### config.mk
export PLATFORM = sky130hd
export DESIGN_NAME = hmnm_dist
export DESIGN_NICKNAME = d
export VERILOG_FILES = /design/src/rtl/core/hmnm_pkg.sv /design/src/rtl/core/hmnm_dist.sv
export SDC_FILE = /design/constraint.sdc
export NUM_CORES = 1
export LEC_CHECK = 0
export BUFFER_PORTS_ARGS = -buffer_cell sky130_fd_sc_hd__clkbuf_2
export CAP_MARGIN = 20
export CORE_AREA = 2 2 312 314
export DETAILED_ROUTE_END_ITERATION = 16
export DIE_AREA = 0 0 314 316
export GPL_ROUTABILITY_DRIVEN = 0
export PLACE_DENSITY = 0.35
export REMOVE_ABC_BUFFERS = 1
export SETUP_SLACK_MARGIN = 0.05
export SLEW_MARGIN = 0
export SYNTH_ARGS = -nofsm -noshare
export SYNTH_HDL_FRONTEND = slang
export SYNTH_SLANG_ARGS = --single-unit
### constraint.sdc
create_clock -name i_clk -period 12.95 [get_ports i_clk]
set_clock_uncertainty 0.2 [all_clocks]
set_input_delay 0.6475 -clock i_clk [delete_from_list [all_inputs] [get_ports i_clk]]
set_output_delay 0.6475 -clock i_clk [all_outputs]
set_load 0.005 [all_outputs]
### src/rtl/core/hmnm_pkg.sv
// Package: item types, field widths and codes for the mutual nearest matcher.
`timescale 1ns / 1ps

package hmnm_pkg;

    // Field widths of the channel items.
    localparam int KIND_W  = 2;
    localparam int PIDX_W  = 10;
    localparam int WIDX_W  = 3;
    localparam int WORD_W  = 64;
    localparam int MIDX_W  = 10;
    localparam int MDIST_W = 9;
    localparam int COUNT_W = 11;
    localparam int POP_W   = 7;

    // Largest distance that the result field can carry.
    localparam int DIST_MAX = 511;

    // Item kinds.
    localparam logic [KIND_W-1:0] KIND_LOAD_FIRST  = 2'd0;
    localparam logic [KIND_W-1:0] KIND_LOAD_SECOND = 2'd1;
    localparam logic [KIND_W-1:0] KIND_QUERY       = 2'd2;

    // Configuration register indexes.
    localparam logic CFG_FIRST_COUNT  = 1'b0;
    localparam logic CFG_SECOND_COUNT = 1'b1;

    typedef struct packed {
        logic [KIND_W-1:0] kind;
        logic [PIDX_W-1:0] point_index;
        logic [WIDX_W-1:0] word_index;
        logic [WORD_W-1:0] word_value;
    } t_in_item;

    typedef struct packed {
        logic [MIDX_W-1:0]  match_index;
        logic [MDIST_W-1:0] match_distance;
        logic               is_mutual;
        logic               bad_query;
    } t_out_item;

    // Number of set bits in one 64-bit word.
    function automatic logic [POP_W-1:0] popcount64(input logic [WORD_W-1:0] v);
        logic [POP_W-1:0] s;
        s = '0;
        for (int b = 0; b < WORD_W; b++) begin
            s = s + POP_W'(v[b]);
        end
        return s;
    endfunction

endpackage

### src/rtl/core/hmnm_dist.sv
// Shared distance unit: XOR and popcount against a key, then a running minimum.
`timescale 1ns / 1ps

module hmnm_dist #(
    parameter int WORDS = 6,
    parameter int IDX_W = 10,
    parameter int DW    = 9
) (
    input  logic                                   i_clk,
    input  logic                                   i_rst_n,
    input  logic [WORDS-1:0][hmnm_pkg::WORD_W-1:0] i_key,
    input  logic                                   i_clear,
    input  logic                                   i_cand_valid,
    input  logic [IDX_W-1:0]                       i_cand_index,
    input  logic [WORDS-1:0][hmnm_pkg::WORD_W-1:0] i_cand_data,
    output logic                                   o_busy,
    output logic [IDX_W-1:0]                       o_best_index,
    output logic [DW-1:0]                          o_best_dist
);

    logic                                   r_s1_valid;
    logic [IDX_W-1:0]                       r_s1_index;
    logic [WORDS-1:0][hmnm_pkg::POP_W-1:0]  r_s1_pop;
    logic                                   r_have;
    logic [DW-1:0]                          n_sum;

    // Stage one: per-word popcount of the XOR with the key.
    always_ff @(posedge i_clk) begin
        if (!i_rst_n) begin
            r_s1_valid <= 1'b0;
        end else begin
            r_s1_valid <= i_cand_valid;
        end
        r_s1_index <= i_cand_index;
        for (int w = 0; w < WORDS; w++) begin
            r_s1_pop[w] <= hmnm_pkg::popcount64(i_key[w] ^ i_cand_data[w]);
        end
    end

    // Stage two: sum of the word counts.
    always_comb begin
        n_sum = '0;
        for (int w = 0; w < WORDS; w++) begin
            n_sum = n_sum + DW'(r_s1_pop[w]);
        end
    end

    // Keep the first strictly smaller distance, so ties stay with the lowest index.
    always_ff @(posedge i_clk) begin
        if (!i_rst_n) begin
            r_have <= 1'b0;
        end else if (i_clear) begin
            r_have <= 1'b0;
        end else if (r_s1_valid && (!r_have || n_sum < o_best_dist)) begin
            r_have <= 1'b1;
        end
        if (r_s1_valid && (!r_have || n_sum < o_best_dist)) begin
            o_best_index <= r_s1_index;
            o_best_dist  <= n_sum;
        end
    end

    assign o_busy = r_s1_valid;

endmodule

==> results.yml, run 1 <==
outcome:
  outcome: "finished clean"
placed_design:
  portBuffers: 801
  pre_cts_ws_ns: 5.90
  place_hpwl_um: 51000
final_layout:
  layout.nets: 3433
  diodes: 0
  finish.utilization_pct: 22.3
  drive_gt1_share_pct: 37.7
  syn2layout_area_growth_pct: 38.3
drt:
  vias: 11600
  drcViolationCount: 0
  wl_per_cell_um: 15.0
  routed_wirelength_um: 52300
  detail-route-antenna-nets: 0
  viasPerCell: 3.33
  drtPass1Iterations: 4
  dr.first_iter.drc_count: 150
timing:
  min_period_ns: 6.57
  setup_violations: 0
  fin_ws_ns: 6.38
  rsz0062_at_grt: "no"
  max_freq_mhz: 152
  slew_headroom_pct: 60.8
  period_share_pct: 50.7
  final_max_slew_viol_count: 0
  worst_pin_slew_ns: 0.584
  finalHoldViolations: 0
  finalSetupTns_ns: 0
logic_synthesis:
  synthTopCellsByArea: "fa_1 46%, xor2_1 14%, xnor2_1 9.7%"
  yosys.area.top_type_share_pct: 45.6
  yosys_warnings: 0
  synth_edf_count: 19
  ys_async_sr_fraction_pct: 0
  syn_inst: 1381
  yosysUniqueCellTypes: 23
  yosysMostFrequentCell: "fa_1"
  ys_seq_elements: 73
  synth_top_area_cell: "fa_1"
  netlist_area_um2: 15500
  ys_seq_area_share_pct: 10.7
  synth_common_cells: "352 x fa_1, 337 x inv_1, 242 x xor2_1, 171 x xnor2_1, 105 x ha_1"
  synth.avg_cell_area_um2: 11.2
  ys.flop_type: "dfxtp_1"
worst_hold_path:
  hold_path_class: "in -> reg"
  hold_depth: 1
cts:
  numCtsBuffers: 9
  worstSkewPairLatency_ns: 0.37
  cts_tree: "yes"
  cts.sinks: 73
  post-cts-setup-buffers: 0
  cts.repair.resized: 0
  cts_max_path_buffers: 2
  h-tree-depth: 3
  cts-root-buf: "clkbuf_16"
  hold_buffers: 0
  path_clk_slew_ns: 0.07
critical_path:
  cp.required_ns: 12.98
  worst_path_dominant_cell_family: "adder cells"
  max_stage_delay_ns: 0.57
  critPathArrivalTime_ns: 6.60
  critPathLaunchType: "input port"
  path_depth: 19
  critPathMaxFanout: 2
  critPathBufInv: 5
  endpoint_kind: "register"
  cpMostUsedCell: "fa_1"
  r2r.worst_path.cells: 17
  cp_slowest_cell: "fa_1"
  crit_chain: "clkbuf_2 -> xor2_1 -> fa_1 -> fa_1 -> inv_1 -> fa_1 -> fa_1 -> fa_1 -> inv_1 -> fa_1 -> inv_1 -> fa_1 -> inv_1 -> fa_1 -> ha_1 -> fa_1 -> a21o_1 -> a21oi_1 -> o21ai_0"
  worstSetupPathType: "in -> reg"
global_routing:
  antenna_found_initial: 3
  grt_pass1_wl_um: 77800
  grt.total_usage_pct: 10.5
  grt_pass1_vias: 14000
  grt_max_degree: 17
  grt.overflow.total: 0
floorplan:
  initial_core_util_pct: 16.1
  die_y_um: 316
  io-pin-count: 802
  die-area_um2: 99200
  die_width_um: 314
  core_area_um2: 96000
  rows: 114
flow_run:
  maxCapViolCount: 0
==> state kept, by name (all words and copies together) (netlist names) <==
signal / count
r_s1_pop: 42
r_have: 1
o_best_dist: 9
o_busy: 1
o_best_index: 10
r_s1_index: 10
==> path summary, 6_finish.rpt <==
path	start	end	slack [ns]
worst max register to register	r_s1_pop[23]	o_best_index[9]	7.88
worst min register to register	r_s1_index[9]	o_best_index[9]	0.20
worst max-delay path	i_cand_data[63]	r_s1_pop[6]	6.38
worst min-delay path	i_cand_index[0]	r_s1_index[0]	0.18
==> metal layers <==
metal	GRT usage [%]	part of all wire (%)	up-vias
li1	-	-	5623
met1	12.6	40	5571
met2	20.0	55	353
met3	1.59	4.3	26
met4	1.39	0.75	2
met5	0	0.019	-
==> cells by family (layout without fill, tap and decap cells) <==
family | count (synthesis) | count (layout) | share of synthesized area, %
and+or+nand+nor | 44 | 44 | 1.25
AOI/OAI and AO/OA | 57 | 57 | 2.43
adders and majority gates | 457 | 457 | 54.1
DFF | 73 | 73 | 10.7
buffers and inverters | 337 | 1155 | 8.18
xor gates and xnor gates | 413 | 413 | 23.4
==> cell type report <==
type | instances | area [µm²]
Inverter | 337 | 1260
Fill cell | 10600 | 74600
Sequential cell | 73 | 1650
Multi-Input combinational cell | 971 | 12500
Clock buffer | 9 | 225
Clock inverter | 7 | 76.3
Tap cell | 1276 | 1600
Timing Repair Buffer | 802 | 4020
==> cells in the final DEF (no fill, tap or decap), types with 9 or more instances in the layout <==
cell,netlist,layout
fa_1,352,352
ha_1,105,105
clkbuf_16,0,9
nand2_1,25,25
dfxtp_1,54,54
a21oi_1,20,20
clkbuf_2,0,801
xnor2_1,171,171
xor2_1,242,242
edfxtp_1,19,19
a21oi_2,11,11
inv_1,337,337
==> stage by stage <==
| stage | cells | hold WS (ns) | cell area [µm²] |
|---|---|---|---|
| 6_report | 3475 | 0.181 | 21400 |
| 5_1_grt | 3475 | 0.147 | 21400 |
| 4_1_cts | 3475 | 0.143 | 21400 |
| 3_5_place_dp | 3459 | 0.189 | 21100 |
| 3_3_place_gp | 3459 | 0.186 | 21100 |
| 2_1_floorplan | 1381 | 0.186 | 15500 |
Power of run 1 is not shown: default switching activity piles up to over one toggle a cycle in this logic, so the estimate is an artifact.
==> inputs of run 2 (changes only) <==
clock period = 6.69 ns   (was 12.95 ns; I/O delays follow)
==> run 2 against run 1 <==
Against the previous run: non-clock buffer count grew 18; clock-buffer cell count increased by 3; cell area up 0.98%; critical path type unchanged; highest routed layer is now met4.
==> results.yml, run 2 (synthesized netlist as in run 1, its figures left out) <==
cts:
  post-cts-setup-buffers: 0
  cts_max_path_buffers: 2
  h-tree-depth: 3
  worstSkewPairLatency_ns: 0.36
  cts_tree: "yes"
  cts.sinks: 73
  path_clk_slew_ns: 0.06
  cts.repair.resized: 0
  cts-root-buf: "clkbuf_16"
  hold_buffers: 14
  numCtsBuffers: 9
final_layout:
  final_area_um2: 21600
  reg.largest.list: "r_s1_pop (42), o_best_index (10), r_s1_index (10)"
  final_common_cell: "clkbuf_2"
  stdcell_count: 3493
  drive_gt1_share_pct: 37.6
  layout.nets: 3451
  largest_reg_flops: 42
  diodes: 0
  multi_input_area_um2: 12500
  n_fill_cell: 10500
  final_cell_mix: "801 x clkbuf_2, 352 x fa_1, 337 x inv_1"
  top_register: "r_s1_pop"
  syn2layout_area_growth_pct: 39.6
  seq_area_um2: 1650
timing:
  max_freq_mhz: 161
  period_share_pct: 92.9
  final_max_slew_viol_count: 0
  min_period_ns: 6.22
  rsz0062_at_grt: "no"
  slew_headroom_pct: 61.3
  finalHoldViolations: 0
  setup_violations: 0
  worst_pin_slew_ns: 0.577
critical_path:
  worst_path_dominant_cell_family: "adder cells"
  worstSetupPathType: "in -> reg"
  cpMostUsedCell: "fa_1"
  endpoint_kind: "register"
  critPathMaxFanout: 2
  crit_chain: "clkbuf_2 -> xor2_1 -> fa_1 -> fa_1 -> inv_1 -> fa_1 -> fa_1 -> fa_1 -> inv_1 -> fa_1 -> inv_1 -> fa_1 -> inv_1 -> fa_1 -> ha_1 -> fa_1 -> a21o_1 -> a21oi_1 -> o21ai_0"
  max_stage_delay_ns: 0.55
  critPathLaunchType: "input port"
  critPathBufInv: 5
  cp.required_ns: 6.73
  cp_slowest_cell: "fa_1"
  critPathArrivalTime_ns: 6.25
drt:
  drt-met1-wl_um: 21500
  dr.max_layer_used: "met4"
  wl_per_cell_um: 15.0
  detail-route-antenna-nets: 0
  dr_wl_met2_um: 28400
  vias: 11600
  routed_wirelength_um: 52500
  dr.first_iter.drc_count: 131
  drtPass1Iterations: 4
  wl_met3_um: 2230
  viasPerCell: 3.33
  drcViolationCount: 0
floorplan:
  io-pin-count: 802
  die_y_um: 316
  core_area_um2: 96000
  rows: 114
  die_width_um: 314
  initial_core_util_pct: 16.1
  die-area_um2: 99200
global_routing:
  grt.total_usage_pct: 10.5
  grt_pass1_vias: 14000
  antenna_found_initial: 4
  grt_pass1_wl_um: 77900
  grt_max_degree: 20
  grt.overflow.total: 0
placed_design:
  dp.cells: 3463
  place_hpwl_um: 51100
  portBuffers: 801
  placed_area_um2: 21100
flow_run:
  maxCapViolCount: 0
worst_hold_path:
  hold_path_class: "reg -> reg"
outcome:
  outcome: "finished clean"
==> run 2: cell count changes in the layout (fill, tap and decap cells not counted), sizes merged <==
cell and delta:
clkinv -1, dlygate4sd3 +14, bufinv +1, buf +4, clkbuf +3, inv -3
==> run 2: final timing paths <==
| path | from | to | slack [ns] | cells after the start |
|---|---|---|---|---|
| worst min register to register | r_s1_index[1] | o_best_index[1] | 0.20 | 0 |
| worst min-delay path | r_s1_index[1] | o_best_index[1] | 0.20 | 0 |
| worst max register to register | r_s1_pop[23] | o_best_dist[6] | 1.78 | 17 |
| worst max-delay path | i_cand_data[61] | r_s1_pop[6] | 0.47 | 19 |
==> run 2: layout make-up <==
type                       instances  share of cell area, %
tap                             1276                   7.40
inverter                         337                   5.86
timing repair buffer             820                   19.4
clock inverter                     4                  0.336
sequential                        73                   7.65
clock buffer                      12                   1.24
multi-input combinational        971                   58.1
==> run 2: stage by stage <==
| step | setup TNS [ns] | util (%) | worst slack, ns | hold WS (ns) |
|---|---|---|---|---|
| after floorplan | 0 | - | 0.624 | 0.162 |
| after global placement | -0.0241 | 22.0 | -0.0241 | 0.186 |
| after detailed placement | -0.0131 | 22.0 | -0.0131 | 0.189 |
| after CTS | 0 | 22.5 | 0.390 | 0.204 |
| after global routing | 0 | 22.5 | 0.176 | 0.214 |
| final | 0 | 22.5 | 0.472 | 0.202 |
==> run 2: layer usage <==
metal  vias to the layer above  track usage, %
met2                       365            19.9
met3                        24            1.21
met4                         0            1.47
li1                       5659               -
met5                         -               0
met1                      5575            12.9
Power of run 2 is left out for the same reason.
